<file path="config.mk">
export PLATFORM = sky130hd
export DESIGN_NAME = coalescing_work_throttle_top
export DESIGN_NICKNAME = d
export VERILOG_FILES = /design/src/rtl/core/cwt_pkg.sv /design/src/rtl/core/cwt_apb_regs.sv /design/src/rtl/core/cwt_core.sv /design/src/rtl/core/coalescing_work_throttle_top.sv
export SDC_FILE = /design/constraint.sdc
export NUM_CORES = 1
export LEC_CHECK = 0
export BUFFER_PORTS_ARGS = -buffer_cell sky130_fd_sc_hd__clkbuf_2
export CAP_MARGIN = 15
export CORE_ASPECT_RATIO = 1.4
export CORE_MARGIN = 2
export CORE_UTILIZATION = 60
export CTS_CLUSTER_DIAMETER = 150
export DETAILED_ROUTE_END_ITERATION = 7
export PLACE_DENSITY = 0.81
export SYNTH_ARGS = -nofsm -noshare
export SYNTH_HDL_FRONTEND = slang
export SYNTH_SLANG_ARGS = --single-unit
</file>
<file path="constraint.sdc">
create_clock -name clk -period 6.8 [get_ports clk]
set_input_delay 0.34 -clock clk [delete_from_list [all_inputs] [get_ports clk]]
set_output_delay 0.34 -clock clk [all_outputs]
set_load 0.02 [all_outputs]
</file>
<file path="src/rtl/core/cwt_pkg.sv">
`timescale 1ns / 1ps

package cwt_pkg;

    localparam int TAG_BITS  = 16;
    localparam int TIME_BITS = 32;
    localparam int MIN_BITS  = 16;

    localparam int APB_ADDR_BITS = 3;
    localparam int APB_DATA_BITS = 32;

    localparam logic [MIN_BITS-1:0] MIN_INTERVAL_RESET = MIN_BITS'(1000);

    // Register index of min_interval (byte address bits above the word offset).
    localparam logic REG_MIN_INTERVAL = 1'b0;

    // Event kinds.
    localparam logic [2:0] KIND_REQUEST  = 3'd0;
    localparam logic [2:0] KIND_STARTED  = 3'd1;
    localparam logic [2:0] KIND_COMPLETE = 3'd2;
    localparam logic [2:0] KIND_TICK     = 3'd3;
    localparam logic [2:0] KIND_CLOSE    = 3'd4;

    typedef enum logic [2:0] {
        ACT_NONE         = 3'd0,
        ACT_DISPATCH     = 3'd1,
        ACT_STARTED      = 3'd2,
        ACT_DEFERRED     = 3'd3,
        ACT_QUEUED       = 3'd4,
        ACT_DROP_CLOSED  = 3'd5,
        ACT_DROP_PENDING = 3'd6,
        ACT_IDLE         = 3'd7
    } action_t;

    typedef struct packed {
        action_t             action;
        logic [TAG_BITS-1:0] tag;
        logic                protocol_error;
    } result_t;

endpackage

</file>
<file path="src/rtl/core/cwt_apb_regs.sv">
`timescale 1ns / 1ps

module cwt_apb_regs (
    input  logic                               clk,
    input  logic                               rst_n,
    input  logic                               psel,
    input  logic                               penable,
    input  logic                               pwrite,
    input  logic [cwt_pkg::APB_ADDR_BITS-1:0]  paddr,
    input  logic [cwt_pkg::APB_DATA_BITS-1:0]  pwdata,
    output logic [cwt_pkg::APB_DATA_BITS-1:0]  prdata,
    output logic [cwt_pkg::MIN_BITS-1:0]       min_interval
);
    import cwt_pkg::*;

    logic [MIN_BITS-1:0] min_interval_reg;
    logic                reg_sel;

    assign reg_sel = (paddr[APB_ADDR_BITS-1] == REG_MIN_INTERVAL);

    always_ff @(posedge clk or negedge rst_n)
    begin
        if (!rst_n)
        begin
            min_interval_reg <= MIN_INTERVAL_RESET;
        end
        else if (psel && penable && pwrite && reg_sel)
        begin
            min_interval_reg <= pwdata[MIN_BITS-1:0];
        end
    end

    always_comb
    begin
        prdata = '0;
        if (reg_sel)
        begin
            prdata = {{(APB_DATA_BITS-MIN_BITS){1'b0}}, min_interval_reg};
        end
    end

    assign min_interval = min_interval_reg;

endmodule

</file>
<file path="src/rtl/core/cwt_core.sv">
`timescale 1ns / 1ps

module cwt_core (
    input  logic                           clk,
    input  logic                           rst_n,
    input  logic                           step,
    input  logic [2:0]                     kind,
    input  logic [cwt_pkg::TAG_BITS-1:0]   activity_tag,
    input  logic [cwt_pkg::MIN_BITS-1:0]   min_interval,
    output cwt_pkg::result_t               result
);
    import cwt_pkg::*;

    logic                 executing_reg, executing_next;
    logic                 pending_reg, pending_next;
    logic                 awaiting_reg, awaiting_next;
    logic                 closed_reg, closed_next;
    logic                 ever_started_reg, ever_started_next;
    logic                 timer_armed_reg, timer_armed_next;
    logic [TAG_BITS-1:0]  pending_tag_reg, pending_tag_next;
    logic [TAG_BITS-1:0]  running_tag_reg, running_tag_next;
    logic [TIME_BITS-1:0] now_reg, now_next;
    logic [TIME_BITS-1:0] last_start_reg, last_start_next;
    logic [TIME_BITS-1:0] deadline_reg, deadline_next;

    logic [TIME_BITS-1:0] elapsed;
    logic [TIME_BITS-1:0] min_wide;
    logic [TIME_BITS-1:0] now_inc;
    logic                 may_start;

    assign min_wide  = {{(TIME_BITS-MIN_BITS){1'b0}}, min_interval};
    assign elapsed   = now_reg - last_start_reg;
    assign now_inc   = now_reg + TIME_BITS'(1);
    assign may_start = !ever_started_reg || (elapsed >= min_wide);

    always_comb
    begin
        executing_next    = executing_reg;
        pending_next      = pending_reg;
        awaiting_next     = awaiting_reg;
        closed_next       = closed_reg;
        ever_started_next = ever_started_reg;
        timer_armed_next  = timer_armed_reg;
        pending_tag_next  = pending_tag_reg;
        running_tag_next  = running_tag_reg;
        now_next          = now_reg;
        last_start_next   = last_start_reg;
        deadline_next     = deadline_reg;
        result            = '{action: ACT_NONE, tag: '0, protocol_error: 1'b0};

        case (kind)
            KIND_REQUEST:
            begin
                result.tag = activity_tag;
                if (closed_reg)
                begin
                    result.action = ACT_DROP_CLOSED;
                end
                else if (pending_reg)
                begin
                    result.action = ACT_DROP_PENDING;
                end
                else if (executing_reg)
                begin
                    pending_tag_next = activity_tag;
                    pending_next     = 1'b1;
                    result.action    = ACT_QUEUED;
                end
                else if (may_start)
                begin
                    executing_next   = 1'b1;
                    pending_next     = 1'b0;
                    running_tag_next = activity_tag;
                    result.action    = ACT_DISPATCH;
                end
                else
                begin
                    pending_tag_next = activity_tag;
                    executing_next   = 1'b0;
                    pending_next     = 1'b1;
                    deadline_next    = last_start_reg + min_wide;
                    timer_armed_next = 1'b1;
                    result.action    = ACT_DEFERRED;
                end
            end
            KIND_STARTED:
            begin
                result.tag = running_tag_reg;
                if (!executing_reg || awaiting_reg)
                begin
                    result.protocol_error = 1'b1;
                end
                else
                begin
                    last_start_next   = now_reg;
                    awaiting_next     = 1'b1;
                    ever_started_next = 1'b1;
                    result.action     = ACT_STARTED;
                end
            end
            KIND_COMPLETE:
            begin
                result.tag = running_tag_reg;
                if (!executing_reg || !awaiting_reg)
                begin
                    result.protocol_error = 1'b1;
                end
                else
                begin
                    awaiting_next = 1'b0;
                    if (pending_reg)
                    begin
                        if (closed_reg)
                        begin
                            result.action = ACT_DROP_CLOSED;
                        end
                        else
                        begin
                            // The held request either starts now or waits on the timer;
                            // in both cases it is the tag that the result reports.
                            result.tag = pending_tag_reg;
                            if (may_start)
                            begin
                                executing_next   = 1'b1;
                                pending_next     = 1'b0;
                                running_tag_next = pending_tag_reg;
                                result.action    = ACT_DISPATCH;
                            end
                            else
                            begin
                                executing_next   = 1'b0;
                                pending_next     = 1'b1;
                                deadline_next    = last_start_reg + min_wide;
                                timer_armed_next = 1'b1;
                                result.action    = ACT_DEFERRED;
                            end
                        end
                    end
                    else
                    begin
                        executing_next = 1'b0;
                        result.action  = ACT_IDLE;
                    end
                end
            end
            KIND_TICK:
            begin
                now_next = now_inc;
                if (timer_armed_reg && (now_inc == deadline_reg))
                begin
                    timer_armed_next = 1'b0;
                    if (executing_reg || !pending_reg)
                    begin
                        result.protocol_error = 1'b1;
                        result.tag            = running_tag_reg;
                    end
                    else if (closed_reg)
                    begin
                        result.action = ACT_DROP_CLOSED;
                        result.tag    = running_tag_reg;
                    end
                    else
                    begin
                        pending_next     = 1'b0;
                        executing_next   = 1'b1;
                        running_tag_next = pending_tag_reg;
                        result.action    = ACT_DISPATCH;
                        result.tag       = pending_tag_reg;
                    end
                end
            end
            KIND_CLOSE:
            begin
                closed_next      = 1'b1;
                timer_armed_next = 1'b0;
            end
            default:
            begin
                result.action = ACT_NONE;
            end
        endcase
    end

    always_ff @(posedge clk or negedge rst_n)
    begin
        if (!rst_n)
        begin
            executing_reg    <= 1'b0;
            pending_reg      <= 1'b0;
            awaiting_reg     <= 1'b0;
            closed_reg       <= 1'b0;
            ever_started_reg <= 1'b0;
            timer_armed_reg  <= 1'b0;
            pending_tag_reg  <= '0;
            running_tag_reg  <= '0;
            now_reg          <= '0;
            last_start_reg   <= '0;
            deadline_reg     <= '0;
        end
        else if (step)
        begin
            executing_reg    <= executing_next;
            pending_reg      <= pending_next;
            awaiting_reg     <= awaiting_next;
            closed_reg       <= closed_next;
            ever_started_reg <= ever_started_next;
            timer_armed_reg  <= timer_armed_next;
            pending_tag_reg  <= pending_tag_next;
            running_tag_reg  <= running_tag_next;
            now_reg          <= now_next;
            last_start_reg   <= last_start_next;
            deadline_reg     <= deadline_next;
        end
    end

endmodule

</file>
<file path="src/rtl/core/coalescing_work_throttle_top.sv">
`timescale 1ns / 1ps

// Coalescing work throttle. Each request on the input channel is one event
// (work request with a tag, work started, work complete, time tick or close),
// and each produces exactly one result request carrying an action code, the
// tag the action concerns and a protocol-error flag. An event is evaluated in
// the cycle it is accepted and its result appears in the output register on
// the next cycle, so the block takes one event per cycle for as long as the
// output side keeps up. The output register is the only thing that gates
// throughput: a new event is taken whenever the register is empty or its
// result is being taken in the same cycle. min_interval is written through
// the APB port at byte address 0 and reads back there; it should only be
// changed while no event is in flight.
module coalescing_work_throttle_top (
    input  logic                               clk,
    input  logic                               rst_n,

    // Event channel.
    input  logic                               in_valid,
    output logic                               in_ready,
    input  logic [2:0]                         kind,
    input  logic [cwt_pkg::TAG_BITS-1:0]       activity_tag,

    // Result channel.
    output logic                               out_valid,
    input  logic                               out_ready,
    output logic [2:0]                         action,
    output logic [cwt_pkg::TAG_BITS-1:0]       result_tag,
    output logic                               protocol_error,

    // Configuration port.
    input  logic                               psel,
    input  logic                               penable,
    input  logic                               pwrite,
    input  logic [cwt_pkg::APB_ADDR_BITS-1:0]  paddr,
    input  logic [cwt_pkg::APB_DATA_BITS-1:0]  pwdata,
    output logic [cwt_pkg::APB_DATA_BITS-1:0]  prdata,
    output logic                               pready
);
    import cwt_pkg::*;

    logic [MIN_BITS-1:0] min_interval;
    logic                step;
    result_t             result;
    result_t             out_data_reg;
    logic                out_valid_reg;

    assign pready = 1'b1;

    cwt_apb_regs u_regs (
        .clk          (clk),
        .rst_n        (rst_n),
        .psel         (psel),
        .penable      (penable),
        .pwrite       (pwrite),
        .paddr        (paddr),
        .pwdata       (pwdata),
        .prdata       (prdata),
        .min_interval (min_interval)
    );

    // The output register can take a new result when it is empty or being drained.
    assign in_ready = !out_valid_reg || out_ready;
    assign step     = in_valid && in_ready;

    cwt_core u_core (
        .clk          (clk),
        .rst_n        (rst_n),
        .step         (step),
        .kind         (kind),
        .activity_tag (activity_tag),
        .min_interval (min_interval),
        .result       (result)
    );

    always_ff @(posedge clk or negedge rst_n)
    begin
        if (!rst_n)
        begin
            out_valid_reg <= 1'b0;
        end
        else if (in_ready)
        begin
            out_valid_reg <= in_valid;
        end
    end

    // Payload register needs no reset; it is only looked at while out_valid is high.
    always_ff @(posedge clk)
    begin
        if (step)
        begin
            out_data_reg <= result;
        end
    end

    assign out_valid      = out_valid_reg;
    assign action         = out_data_reg.action;
    assign result_tag     = out_data_reg.tag;
    assign protocol_error = out_data_reg.protocol_error;

endmodule

</file>
==> results of run 1 <==
-- final cells by class --
cell class	instances	share of cell area
Timing Repair Buffer	87	0.0356
Multi-Input combinational cell	948	0.533
Inverter	75	0.0217
Clock inverter	15	0.0146
Tap cell	248	0.0239
Sequential cell	171	0.338
Clock buffer	17	0.0328
-- critical path, cell delays in order, from the launching register on --
cell	delay, ns
dfrtp_1	0.59
ha_1	0.36
o21a_1	0.20
o31a_1	0.15
a41oi_2	0.38
nand2_1	0.14
a31oi_1	0.33
o31ai_1	0.17
xor2_1	0.16
ha_1	0.32
and4_1	0.27
nand2_1	0.16
nand3b_1	0.10
nor4b_1	0.29
nand3_1	0.11
or4_4	0.50
a2111oi_4	0.39
nand4_4	0.26
nor4_4	0.28
buf_4	0.33
mux2_2	0.38
-- layer usage --
layer	wire length, um	up-vias	track usage
li1	-	4571	-
met1	11400	4695	0.338
met2	15300	374	0.507
met3	1530	105	0.0537
met4	1620	0	0.167
met5	0	-	0
-- logic make-up (layout without fill, tap and decap cells) --
kind of cell | after synthesis | after routing | synth area share
AOI/OAI and AO/OA | 266 | 266 | 0.158
xor gates and xnor gates | 132 | 132 | 0.0972
buffers and inverters | 146 | 194 | 0.0548
adders and majority gates | 66 | 66 | 0.0707
muxes | 97 | 97 | 0.0916
other | 2 | 17 | 0.000631
DFF | 171 | 171 | 0.369
and+or+nand+nor | 370 | 370 | 0.158
-- layout by cell type (no fill, tap or decap), types with 17 or more instances in the layout --
cell type / count
xor2_1: 50
inv_1: 75
a22o_1: 24
edfxtp_1: 20
conb_1: 17
a221o_1: 18
nor2_1: 100
dfrtp_1: 145
a21o_1: 19
nor2b_1: 19
mux2_2: 81
xnor2_1: 82
clkbuf_16: 17
nor3_1: 28
a21oi_1: 60
clkbuf_2: 79
ha_1: 64
nand4_1: 21
nand3_1: 38
o21ai_0: 38
nand2_1: 82
-- power breakdown --
group | switching (mW) | internal [mW] | total [mW] | leakage (nW)
registers | 0.133 | 1.17 | 1.30 | 2.17
clock network | 0.495 | 0.501 | 0.996 | 0.298
logic | 0.850 | 0.641 | 1.49 | 3.52
total | 1.48 | 2.31 | 3.79 | 5.99
-- cell usage after synthesis (5+ instances only) --
master	count
nor2b_1	19
buf_2	8
o21ai_0	38
a41oi_1	6
xnor2_1	82
a21o_1	19
edfxtp_1	20
a211o_1	6
inv_1	75
ha_1	64
mux2_2	81
o21a_1	9
nand2_1	82
o211ai_1	9
nor4b_1	6
o22ai_1	6
mux2i_1	5
a22oi_1	6
nand4_1	21
a21boi_0	6
nor3_1	29
and2_1	6
mux2_1	10
a31oi_1	11
dfstp_2	6
a221o_1	18
nand3_1	38
dfrtp_1	145
a211oi_1	14
a22o_1	24
xor2_1	50
nand2b_1	14
clkbuf_1	39
nand3b_1	5
buf_4	19
and3_1	8
or3_1	9
a21oi_1	60
nor4_1	14
nor2_1	100
-- through the flow --
stage	instances	instance area, um^2	setup slack (ns)
3_3_place_gp	1528	12300	1.02
6_report	1561	13000	0.797
3_5_place_dp	1528	12300	0.916
4_1_cts	1561	13000	0.858
2_1_floorplan	1265	11900	1.79
5_1_grt	1561	13000	0.460
-- final timing paths --
| path | startpoint | endpoint | cells after the start |
|---|---|---|---|
| max reg2reg | u_core.now_reg[2] | u_core.deadline_reg[15] | 20 |
| min in group asynchronous | rst_n | u_regs.min_interval[14] | 2 |
| max in group asynchronous | rst_n | u_core.deadline_reg[29] | 3 |
| min reg2reg | u_core.last_start_reg[22] | u_core.last_start_reg[22] | 2 |
| min | in_valid | out_valid | 2 |
| max | u_core.now_reg[2] | u_core.deadline_reg[15] | 20 |
==> metrics.txt, run 1 <==
status=finished, final reports clean; Peak Freq=0.167 GHz; initial DRC count=912; count of input and output buffers=80; Power, Total=3.79 mW; Vias=9,745; Syn Inst Count=1,250; first-pass GRT wire length=48,400 um; CP Capture Type=flip-flop; hold buffers post-CTS=1; Mean Syn Cell Area=9.51 um^2; RSZ-0062 raised after global routing=no; clk sinks=171; postcts setup bufs=0; Worst-Margin Slew=1.09 ns; pwr/cell area=292 mW/mm^2; Root Buffer=clkbuf_16; final net count=1,427; Setup crit start kind=flip-flop; type of the worst setup path=reg -> reg; cell taking the most area after synthesis=dfrtp_1; Wirelength per Cell=19.2 um; Area growth, synth to finish=9.06%; relative slew slack=0.273; Clock Latency Late Sink=0.45 ns; Synth async-reset ratio=0.883; number of global-route vias before repair=9,760; antenna-violating nets left=0; # fillers=1,508; Main synth FF type=dfrtp_1; Die Y=171 um; CP Data Required Time=7.12 ns; worst IR drop on VDD=173 uV; flops & latches, synth=171; Hold WC Path Type=in -> reg; maximum number of pins on one net before global-route repair=80; post_cts resized=0; Clk pin slew, worst setup/hold paths=0.07 ns; Register Area=0.00439 mm^2; GR Overflow Total=0; ant diodes=0; final hold violations=0; CTS tree=done; skew final=0.0157 ns; number of synthesized flops with an enable pin=20; fin crit period=6.00 ns; Die Wd=123 um; starting density of the core=0.614; I/O Pins=116; Leakage=5.99 nW; maximum fanout along the worst path=19; Synthesis Warnings=0; crit path DAT=6.33 ns; final core occ=0.670; Max Root-Sink Buffers=2; R2R setup slack=0.80 ns; CTS Buf Count=17; layout cell share with drive strength beyond 1=0.172; H-tree levels=4; Syn Std Cell Area=0.0119 mm^2; WHS=0.100 ns; Pins Over Slew Limit=0; core box area=0.0194 mm^2; hpwl dp=21,800 um; drc violations=0; Distinct cells, synth=75; Sum Neg Setup Slack=0 ns; vias per cell=6.24; Global Route Usage Sum=0.294; Die ar.=0.0210 mm^2; Row Count=60; WL final=29,900 um; post-synth top area share=0.305; area of the multi-input gates=0.00692 mm^2; period utilization=0.883; register area share after synthesis=0.369; endpoints failing setup=0; initial antenna violation count=0; drt first pass iters=7; GP Congestion=0.922; Max-cap violations=0; Area contributors post-synth=dfrtp_1 31%, mux2_2 7.7%, ha_1 6.7%
No activity file was read; power rests on OpenSTA's default activity.
==> run 2, diff against run 1 <==
Settings changed: CORE_MARGIN 2 to unset, SLEW_MARGIN set to 20.
==> metrics.txt, run 2 (synthesis gave the netlist of run 1 again) <==
status=finished, final reports clean (unchanged); Area growth, synth to finish=9.20% (was 9.06%); fin crit period=6.02 ns (was 6.00 ns); Worst-Margin Slew=1.13 ns (was 1.09 ns); commonest non-fill, non-tap cell in the layout=dfrtp_1 (unchanged); Sum Neg Setup Slack=0 ns (unchanged); number of global-route vias before repair=9,919 (was 9,760); final net count=1,428 (was 1,427); Peak Freq=0.166 GHz (was 0.167 GHz); Die ar.=0.0204 mm^2 (was 0.0210 mm^2); antenna-violating nets left=0 (unchanged); final hold violations=0 (unchanged); Die Y=169 um (was 171 um); CP Data Required Time=7.12 ns (about the same); # fillers=1,466 (was 1,508); final core occ=0.673 (was 0.670); postcts setup bufs=0 (unchanged); initial DRC count=867 (was 912); Vias=9,826 (was 9,745); Global Route Usage Sum=0.306 (was 0.294); WL final=29,900 um (about the same); first-pass GRT wire length=48,900 um (was 48,400 um); skew final=0.0171 ns (was 0.0157 ns); Max-cap violations=0 (unchanged); count of input and output buffers=80 (unchanged); Pins Over Slew Limit=0 (unchanged); I/O Pins=116 (unchanged); GP Congestion=0.907 (was 0.922); maximum fanout along the worst path=18 (was 19); post-route insts no fill=1,562 (was 1,561); H-tree levels=4 (unchanged); vias per cell=6.29 (was 6.24); crit path DAT=6.34 ns (was 6.33 ns); CP Capture Type=flip-flop (unchanged); Root Buffer=clkbuf_16 (unchanged); clk sinks=171 (unchanged); relative slew slack=0.247 (was 0.273); area of the multi-input gates=0.00692 mm^2 (unchanged); endpoints failing setup=0 (unchanged); worst IR drop on VDD=208 uV (was 173 uV); Max Root-Sink Buffers=2 (unchanged); CTS Buf Count=17 (unchanged); Placed Cells=1,529 (was 1,528); Clock Latency Late Sink=0.45 ns (about the same); WHS=0.0986 ns (was 0.100 ns); type of the worst setup path=reg -> reg (unchanged); Leakage=5.99 nW (about the same); pwr/cell area=294 mW/mm^2 (was 292 mW/mm^2); GR Overflow Total=0 (unchanged); R2R setup slack=0.78 ns (was 0.80 ns); drt first pass iters=7 (unchanged); CTS tree=done (unchanged); layout cell share with drive strength beyond 1=0.173 (was 0.172); drc violations=0 (unchanged); core box area=0.0193 mm^2 (was 0.0194 mm^2); Clk pin slew, worst setup/hold paths=0.07 ns (about the same); period utilization=0.885 (was 0.883); Wirelength per Cell=19.1 um (was 19.2 um); hpwl dp=21,700 um (was 21,800 um); ant diodes=0 (unchanged); Hold WC Path Type=in -> reg (unchanged); maximum number of pins on one net before global-route repair=82 (was 80); initial antenna violation count=0 (unchanged); Setup crit start kind=flip-flop (unchanged); Register Area=0.00439 mm^2 (unchanged); starting density of the core=0.616 (was 0.614); RSZ-0062 raised after global routing=no (unchanged); most frequent cells in the layout=145 x dfrtp_1, 100 x nor2_1, 82 x nand2_1, 82 x xnor2_1, 81 x mux2_2 (unchanged); Die Wd=121 um (was 123 um); Row Count=60 (unchanged)
run 2: cell type report:
type / count / share of cell area
multi-input combinational: 948 / 0.533
clock inverter: 15 / 0.0149
clock buffer: 17 / 0.0328
inverter: 75 / 0.0217
sequential: 171 / 0.338
timing repair buffer: 88 / 0.0364
tap: 248 / 0.0239
run 2: worst max-delay path, cell delays in order (launching register included):
cell	delay, ns
dfrtp_1	0.45
inv_1	0.11
ha_1	0.23
fa_1	0.43
nand2b_1	0.20
a21oi_1	0.30
o21ai_0	0.28
o211ai_1	0.23
a21oi_1	0.10
xnor2_1	0.14
ha_1	0.31
a21oi_1	0.13
nand2_1	0.10
a221o_1	0.39
nor3_1	0.20
nand3_1	0.10
or4_4	0.50
a2111oi_4	0.38
nand4_4	0.27
nor4_4	0.29
buf_4	0.33
mux2_2	0.39
run 2: power by group:
group	internal, mW	total [mW]	switching, mW
clock	0.533	1.01	0.479
combinational	0.644	1.51	0.862
sequential	1.17	1.30	0.128
run 2: layer usage:
layer	vias to the layer above	track usage	wire length, um
li1	4577	-	-
met5	-	0	0
met3	98	0.0465	1260
met2	350	0.547	15500
met1	4801	0.344	11700
met4	0	0.167	1440
run 2: timing repair:
item,CTS,global route
endpoints found under the hold margin,64,0
gates resized for setup,0,0
hold buffers,1,0
run 2: worst paths after layout:
kind,end,from,cells past startpoint
worst max-delay path,u_core.deadline_reg[9],u_core.now_reg[0],21
min in group asynchronous,u_regs.min_interval[14],rst_n,2
max in group asynchronous,u_core.deadline_reg[31],rst_n,3
worst max register to register,u_core.deadline_reg[9],u_core.now_reg[0],21
worst min register to register,u_core.ever_started_reg,u_core.ever_started_reg,1
worst min-delay path,out_valid,in_valid,2
run 2: per-stage QoR:
step	area [um^2]	power, mW	setup WS [ns]
detailed placement	12400	2.79	0.914
global placement	12400	2.74	1.01
CTS	13000	3.81	0.853
floorplan	11900	2.41	1.79
finish	13000	3.81	0.784
global route	13000	4.04	0.503
